--- src/design/scf_pkg.sv ---
// Shared types and constants of the serial color command framer.
package scf_pkg;

    // Packet layout: header, command, five value bytes, checksum
    localparam int PACKET_BYTES = 8;
    localparam int STORE_DEPTH  = PACKET_BYTES - 2;
    localparam int COUNT_W      = $clog2(PACKET_BYTES);

    typedef logic [COUNT_W-1:0] t_count;
    typedef logic [7:0]         t_byte;

    localparam t_count LAST_IDX     = t_count'(PACKET_BYTES - 1);
    localparam t_byte  HEADER_RESET = 8'hA5;

    // Command byte codes
    localparam t_byte CMD_SET     = 8'h01;
    localparam t_byte CMD_RELEASE = 8'h02;

    // Result command codes
    localparam logic RES_SET     = 1'b0;
    localparam logic RES_RELEASE = 1'b1;

    typedef struct packed {
        logic  command;
        t_byte red;
        t_byte green;
        t_byte blue;
        t_byte white;
        t_byte brightness;
        logic  control_held;
    } t_result;

endpackage

--- src/design/scf_parser.sv ---
// Packet parser: byte count, running checksum, packet bytes and control flag.
module scf_parser (
    input  logic          i_clk,
    input  logic          i_rst_n,
    input  logic          i_step,
    input  scf_pkg::t_byte i_byte,
    input  scf_pkg::t_byte i_header,
    output logic          o_res_valid,
    output scf_pkg::t_result o_result
);
    import scf_pkg::*;

    t_count r_count, n_count;
    t_byte  r_xor, n_xor;
    logic   r_control, n_control;
    t_byte  r_store [STORE_DEPTH];

    // Decode the current word against the packet state
    always_comb begin
        n_count     = r_count;
        n_xor       = r_xor;
        n_control   = r_control;
        o_res_valid = 1'b0;
        o_result    = '0;
        priority if (r_count == '0) begin
            // hunt for header, drop anything else
            if (i_byte == i_header) begin
                n_xor   = i_byte;
                n_count = t_count'(1);
            end
        end else if (r_count != LAST_IDX) begin
            n_xor   = r_xor ^ i_byte;
            n_count = r_count + t_count'(1);
        end else begin
            // checksum word closes the packet
            n_count = '0;
            n_xor   = '0;
            if (i_byte == r_xor) begin
                if (r_store[0] == CMD_SET) begin
                    n_control             = 1'b1;
                    o_res_valid           = 1'b1;
                    o_result.command      = RES_SET;
                    o_result.red          = r_store[1];
                    o_result.green        = r_store[2];
                    o_result.blue         = r_store[3];
                    o_result.white        = r_store[4];
                    o_result.brightness   = r_store[5];
                    o_result.control_held = 1'b1;
                end else if (r_store[0] == CMD_RELEASE) begin
                    n_control             = 1'b0;
                    o_res_valid           = 1'b1;
                    o_result.command      = RES_RELEASE;
                    o_result.control_held = 1'b0;
                end
            end
        end
    end

    // Advance packet state on each processed word
    always_ff @(posedge i_clk) begin
        if (!i_rst_n) begin
            r_count   <= '0;
            r_xor     <= '0;
            r_control <= 1'b0;
        end else if (i_step) begin
            r_count   <= n_count;
            r_xor     <= n_xor;
            r_control <= n_control;
        end
    end

    // Capture command and value bytes by position
    always_ff @(posedge i_clk) begin
        for (int k = 0; k < STORE_DEPTH; k++) begin
            if (i_step && r_count == t_count'(k + 1)) begin
                r_store[k] <= i_byte;
            end
        end
    end

endmodule

--- src/design/serial_color_command_framer.sv ---
// Top level of the serial color command framer.
//
// Input channel: one received serial word per handshake on i_rx_byte
// (i_in_valid / o_in_stall). Words outside a packet that differ from the
// header register are dropped. A packet is eight words: header, command,
// red, green, blue, white, brightness and an XOR checksum of the first seven.
// Output channel: a result word (o_out_valid / i_out_stall) appears only when
// a packet closes with a good checksum and a set or release command.
// Config channel: i_cfg_valid / o_cfg_ready writes the header byte; ready is
// always high. Write it only while no packet is in flight.
// Path: a word accepted into the input register is parsed from there into the
// output register, where its result can be taken.
// Throughput: one word per cycle while the output is not stalled; the parser is a
// single stage between the input register and the output register.
// Stall: while a result waits, one more word is still taken if the input
// register is empty; further input stalls until the result is taken.
// Reset (synchronous, active low): empties both registers, clears the packet
// count, checksum and control flag, and loads the header byte with 0xA5.
module serial_color_command_framer (
    input  logic          i_clk,
    input  logic          i_rst_n,
    input  logic          i_cfg_valid,
    output logic          o_cfg_ready,
    input  scf_pkg::t_byte i_cfg_data,
    input  logic          i_in_valid,
    output logic          o_in_stall,
    input  scf_pkg::t_byte i_rx_byte,
    output logic          o_out_valid,
    input  logic          i_out_stall,
    output logic          o_command,
    output scf_pkg::t_byte o_red,
    output scf_pkg::t_byte o_green,
    output scf_pkg::t_byte o_blue,
    output scf_pkg::t_byte o_white,
    output scf_pkg::t_byte o_brightness,
    output logic          o_control_held
);
    import scf_pkg::*;

    t_byte   r_header;
    logic    r_in_valid;
    t_byte   r_in_byte;
    logic    r_out_valid;
    t_result r_out;
    logic    out_free;
    logic    step;
    logic    res_valid;
    t_result result;

    assign o_cfg_ready = 1'b1;

    // Hold the header byte
    always_ff @(posedge i_clk) begin
        if (!i_rst_n) begin
            r_header <= HEADER_RESET;
        end else if (i_cfg_valid && o_cfg_ready) begin
            r_header <= i_cfg_data;
        end
    end

    // Output register can load when empty or being taken
    assign out_free   = !r_out_valid || !i_out_stall;
    assign step       = r_in_valid && out_free;
    assign o_in_stall = r_in_valid && !out_free;

    // Input register
    always_ff @(posedge i_clk) begin
        if (!i_rst_n) begin
            r_in_valid <= 1'b0;
        end else if (!o_in_stall) begin
            r_in_valid <= i_in_valid;
        end
    end

    always_ff @(posedge i_clk) begin
        if (!o_in_stall) begin
            r_in_byte <= i_rx_byte;
        end
    end

    scf_parser u_parser (
        .i_clk      (i_clk),
        .i_rst_n    (i_rst_n),
        .i_step     (step),
        .i_byte     (r_in_byte),
        .i_header   (r_header),
        .o_res_valid(res_valid),
        .o_result   (result)
    );

    // Output register
    always_ff @(posedge i_clk) begin
        if (!i_rst_n) begin
            r_out_valid <= 1'b0;
        end else if (out_free) begin
            r_out_valid <= step && res_valid;
        end
    end

    always_ff @(posedge i_clk) begin
        if (out_free) begin
            r_out <= result;
        end
    end

    assign o_out_valid    = r_out_valid;
    assign o_command      = r_out.command;
    assign o_red          = r_out.red;
    assign o_green        = r_out.green;
    assign o_blue         = r_out.blue;
    assign o_white        = r_out.white;
    assign o_brightness   = r_out.brightness;
    assign o_control_held = r_out.control_held;

endmodule

--- config.mk ---
export PLATFORM = sky130hd
export DESIGN_NAME = serial_color_command_framer
export DESIGN_NICKNAME = d
export VERILOG_FILES = /design/src/design/scf_pkg.sv /design/src/design/scf_parser.sv /design/src/design/serial_color_command_framer.sv
export SDC_FILE = /design/constraint.sdc
export NUM_CORES = 1
export LEC_CHECK = 0
export BUFFER_PORTS_ARGS = -buffer_cell sky130_fd_sc_hd__buf_2
export CAP_MARGIN = 30
export CORE_MARGIN = 4
export CORE_UTILIZATION = 55
export CTS_BUF_LIST = sky130_fd_sc_hd__clkbuf_8
export CTS_CLUSTER_DIAMETER = 50
export DETAILED_ROUTE_END_ITERATION = 10
export PLACE_DENSITY = 0.77
export REMOVE_ABC_BUFFERS = 1
export SLEW_MARGIN = 20
export SYNTH_ARGS = -nofsm -noshare
export SYNTH_HDL_FRONTEND = slang
export SYNTH_SLANG_ARGS = --single-unit
export TNS_END_PERCENT = 30
--- constraint.sdc ---
create_clock -name i_clk -period 4.4 [get_ports i_clk]
set_clock_uncertainty 0.05 [all_clocks]
set_input_delay 0.22 -clock i_clk [delete_from_list [all_inputs] [get_ports i_clk]]
set_output_delay 0.22 -clock i_clk [all_outputs]
set_load 0.02 [all_outputs]
Yosys cells after proc, flatten, opt, wreduce, memory -nomap -nowiden
Memories as Yosys holds them, arrays and structs flattened. A register that Yosys moved wholly into a read port is not among the register bits. Index checks and enable logic that the tools add are counted.

Bits in writable memories: 48. Memories: 1. Flip-flop bits (word level): 31. Output and inout bits: 45.

Bitwise logic cells: 3. Reduce and logical (&&, ||, !) cells: 23. Add/subtract/negate cells: 1. Equal/unequal tests: 12. Mux-type cells: 39.

Memories: u_parser.r_store (words 6, width 8, read ports 6, clocked after memory_dff 5, wr ports 1, RTL line scf_parser.sv:16) `t_byte r_store [STORE_DEPTH];`.

Operators by type and width (count): $mux W8 (8); $reduce_or A8 Y1 (5); $mux W3 (8); $mux W1 (23); $eq A8 B8 Y1 (2); $eq A3 B3 Y1 const B (3); $logic_and A1 B1 Y1 (9); $eq A8 B1 Y1 const B (1); $eq A8 B2 Y1 const B (1); $reduce_or A4 Y1 (2); $xor A8 B8 Y8 (1); $eq A3 B2 Y1 const B (2); $add A3 B1 Y3 const B (1); $eq A3 B1 Y1 const B (1); $logic_not A1 Y1 (3); $logic_not A3 Y1 (1); $ne A3 B3 Y1 const B (1); $reduce_or A3 Y1 (1); $ne A2 B2 Y1 const B (1); $not A1 Y1 (2); $reduce_and A2 Y1 (1); $logic_or A1 B1 Y1 (1).

Logic depth before layout (Yosys ltp)
Word-level depth: 12. Gate-level depth with buffers: 7. Depth with buffers taken out: 6.

By module
From an unflattened synthesis, not the netlist that was laid out.

Cell total of the unflattened synthesis: 304. Area total of the unflattened synthesis: 4595.7 sq um.

By module, submodules not included: scf_parser (area an instance 2708.8 sq um, instances 1, cells an instance 217); serial_color_command_framer (area an instance 1886.8 sq um, instances 1, cells an instance 87).

Worst setup path after synthesis
No wires, ideal clock.

Kind: reg-to-reg. From: reg u_parser.r_count[0]. To: reg o_green[0] (netlist name). Path slack: 2.361 ns. Stages on the path, launching flop included: 8. Period minus slack after synthesis: 2.039 ns. Arrival time: 1.858 ns. Setup time: 0.131 ns. Required time: 4.219 ns. Path through: dfxtp_1 -> ha_1 -> ha_1 -> nor4b_2 -> nand4_1 -> nor4_4 -> buf_6 -> and2_1.

Word-level cells in the longest chain between the ends: 2. Elaborated cells on any way between the ends: 3. Classes of those cells: eq/ne: 1; reduce/logical: 2.

RTL lines: start: declaration (RTL line scf_parser.sv:13) `t_count r_count, n_count;`; start signal: assignment (RTL line scf_parser.sv:66) `r_count <= n_count;`; $ne A3 B3 Y1 or $logic_not A3 Y1 (tied branches) (RTL line scf_parser.sv:31, scf_parser.sv:25); $reduce_or A4 Y1 (no source line) *.

Every way passes the cells marked *; elsewhere a longest branch is shown, timed or not. A chain may end at the register's enable or synchronous reset.

Final worst setup path
From: reg u_parser.r_count[0]. To: reg o_green[7] (netlist name).

Word-level cells in the longest chain between the ends: 2. Elaborated cells on any way between the ends: 3. Classes of those cells: eq/ne: 1; reduce/logical: 2.

RTL lines (RTL line): $ne A3 B3 Y1 or $logic_not A3 Y1 (tied branches) (scf_parser.sv:31, scf_parser.sv:25); $reduce_or A4 Y1 (no source line) *.

Marks and branches as above.

==> impl_metrics.tcl <==
set metrics [dict create \
    status "complete, no violations" \
    yosysWarningCount 0 \
    clk_latency_ns 0.42 \
    post_cts_resized 0 \
    synth_ff_type "edfxtp_1" \
    drc 0 \
    peakVddDrop_mv 0.335 \
    critPathMostFrequentCell "ha_1" \
    worstPathRequired_ns 4.62 \
    die_w_um 100 \
    drive_gt1_frac 0.256 \
    crit_end "o_green[7]" \
    r2r_cells 7 \
    power_mw 2.37 \
    worst_setup_path_start_kind "register" \
    vias 2744 \
    syn_area_um2 4670 \
    globalplace.congestion 0.826 \
    fp-row-count 33 \
    antenna_found_initial 0 \
    arrival_ns 2.82 \
    worstSetupPathType "reg -> reg" \
    r2r-end "o_green[7]" \
    cpPeakStageDelay_ns 0.43 \
    cts_root_buf "clkbuf_8" \
    area_growth_pct 22.4 \
    ys_seq_elements 119 \
    worstPathMaxFanout 41 \
    grt_remaining_overflow 0 \
    hp-class "in -> reg" \
    period_share 0.589 \
    postCtsHoldBufs 20 \
    tightest_slew_ns 0.786 \
    synth_edf_count 98 \
    fin_crit_ns 2.59 \
    power_density_nw_per_um2 414 \
    synth_seq_area_share 0.720 \
    grt_pass1_vias 2677 \
    routed_wl_um 8470 \
    drt_first_pass_iters 4 \
    r2r_slack_ns 1.81 \
    clkSinkCount 119 \
    r2r_start "u_parser.r_count[0]" \
    hold_violations 0 \
    ant_nets 0 \
    critPathSlowestCell "dfxtp_1" \
    htreeDepth 4 \
    syn_avg_cell_area_um2 15.4 \
    die-area_um2 10000 \
    endpoint_kind "register" \
    cts_setup_buffers 0 \
    synth-async-reset-ratio 0 \
    die_height_um 100 \
    tns_ns 0 \
    cap_violations 0 \
    cts_tree "done" \
    numCtsBuffers 17 \
    core_um2 8220 \
    finalSetupViolCount 0 \
    start_util 0.568 \
    max_freq_mhz 386 \
    grt_max_degree 44 \
    final_cell_mix "edfxtp_1, buf_2, and2_1" \
    rsz0062_at_grt "false" \
    cp-startpoint "u_parser.r_count[0]" \
    hpwl_um 5170 \
    netlist_instances 304 \
    n_antenna_cell 0 \
    p_leak_nw 2.28 \
    io_pins 66 \
    nets 424 \
    yosysUniqueCellTypes 38 \
    clkSlewWorstSetupHoldPaths_ns 0.07 \
    vias_per_cell 5.33 \
    path_cells "ha_1 -> ha_1 -> nor4b_2 -> nand4_1 -> nor4_4 -> buf_4 -> and2_1" \
    drt_iter0_markers 175 \
    mostFrequentLayoutCell "edfxtp_1" \
    wl_per_cell_um 16.4 \
    slew_headroom 0.475 \
    clock_path_buffers 2 \
    fin_util 0.696 \
    slew_violations 0 \
    grt_use_total 0.187 \
    grt_first_pass_wirelength_um 13900 \
    place.port_buffers 64 \
]
-- registers in the layout (all words and copies together) (netlist names) --
| register | cells |
|---|---|
| o_blue | 8 |
| o_brightness | 8 |
| o_command | 1 |
| o_control_held | 1 |
| o_green | 8 |
| o_out_valid | 1 |
| o_red | 8 |
| o_white | 8 |
| r_header | 8 |
| r_in_byte | 8 |
| r_in_valid | 1 |
| u_parser.r_count | 3 |
| u_parser.r_store | 48 |
| u_parser.r_xor | 8 |
-- worst min-delay path by stage --
stage                            start            to  slack, ns  cells after the start
after floorplan                i_rst_n   r_header[0]       0.23                      1
after global placement    i_rx_byte[1]  r_in_byte[1]       0.35                      1
after detailed placement  i_rx_byte[1]  r_in_byte[1]       0.35                      1
after CTS                      i_rst_n   r_header[2]      0.001                      2
after global routing           i_rst_n   r_header[2]       0.02                      2
final                          i_rst_n   r_header[2]       0.03                      2
-- cell usage after synthesis (5+ instances only) --
master,number,area share
o31ai_1,8,0.013
mux2i_1,8,0.017
nor2b_1,9,0.012
and2_1,41,0.055
o211ai_1,11,0.018
nor2_1,6,0.0048
edfxtp_1,98,0.63
nand3_1,10,0.011
clkbuf_1,6,0.0048
nand2_1,5,0.0040
ha_1,6,0.016
dfxtp_1,21,0.090
a22oi_1,9,0.014
xnor2_1,16,0.030
o221ai_1,8,0.015
and3_1,5,0.0067
-- final cells by class --
| type | instances | area [um2] |
|---|---|---|
| Sequential cell | 119 | 3360 |
| Fill cell | 582 | 2500 |
| Multi-Input combinational cell | 167 | 1200 |
| Timing Repair Buffer | 87 | 563 |
| Clock buffer | 17 | 234 |
| Clock inverter | 15 | 201 |
| Tap cell | 105 | 131 |
| Inverter | 5 | 18.8 |
-- worst max-delay path, delay by kind of cell (launching register included) --
family	cells	cell delay, ns
buffers and inverters	1	0.33
AND/OR/NAND/NOR	4	1.00
flip-flops	1	0.43
adder cells (fa/ha/maj)	2	0.65
-- per-layer routing --
layer | GRT usage | wire length, um | vias to the layer above
li1 | - | - | 1338
met5 | 0 | 0 | -
met1 | 0.250 | 3670 | 1300
met2 | 0.288 | 4160 | 96
met4 | 0.0756 | 122 | 0
met3 | 0.0563 | 515 | 10
-- where the power goes --
part	total, mW	internal (mW)	leakage (nW)	switching [mW]
logic	0.0690	0.0379	0.854	0.0311
registers	1.24	1.22	1.21	0.0220
clock network	1.05	0.620	0.219	0.435
total	2.37	1.88	2.28	0.488
-- cells by family after synthesis --
| kind of cell | share of synthesized area |
|---|---|
| flops | 0.720 |
| simple gates | 0.121 |
| compound gates | 0.0726 |
| buf+inv | 0.0222 |
| xor+xnor | 0.0300 |
| mux | 0.0172 |
| fa+ha+maj | 0.0161 |
| other cells | 0.000803 |
-- stage by stage --
step	setup slack [ns]	cell area, um2	hold slack (ns)	cells
final	1.81	5720	0.0299	515
after global routing	1.56	5720	0.0236	515
after CTS	1.79	5690	0.00115	514
after detailed placement	1.84	5050	0.348	462
after global placement	1.96	5050	0.346	462
after floorplan	1.84	4580	0.232	291
No activity file was read; power rests on OpenSTA's default activity.
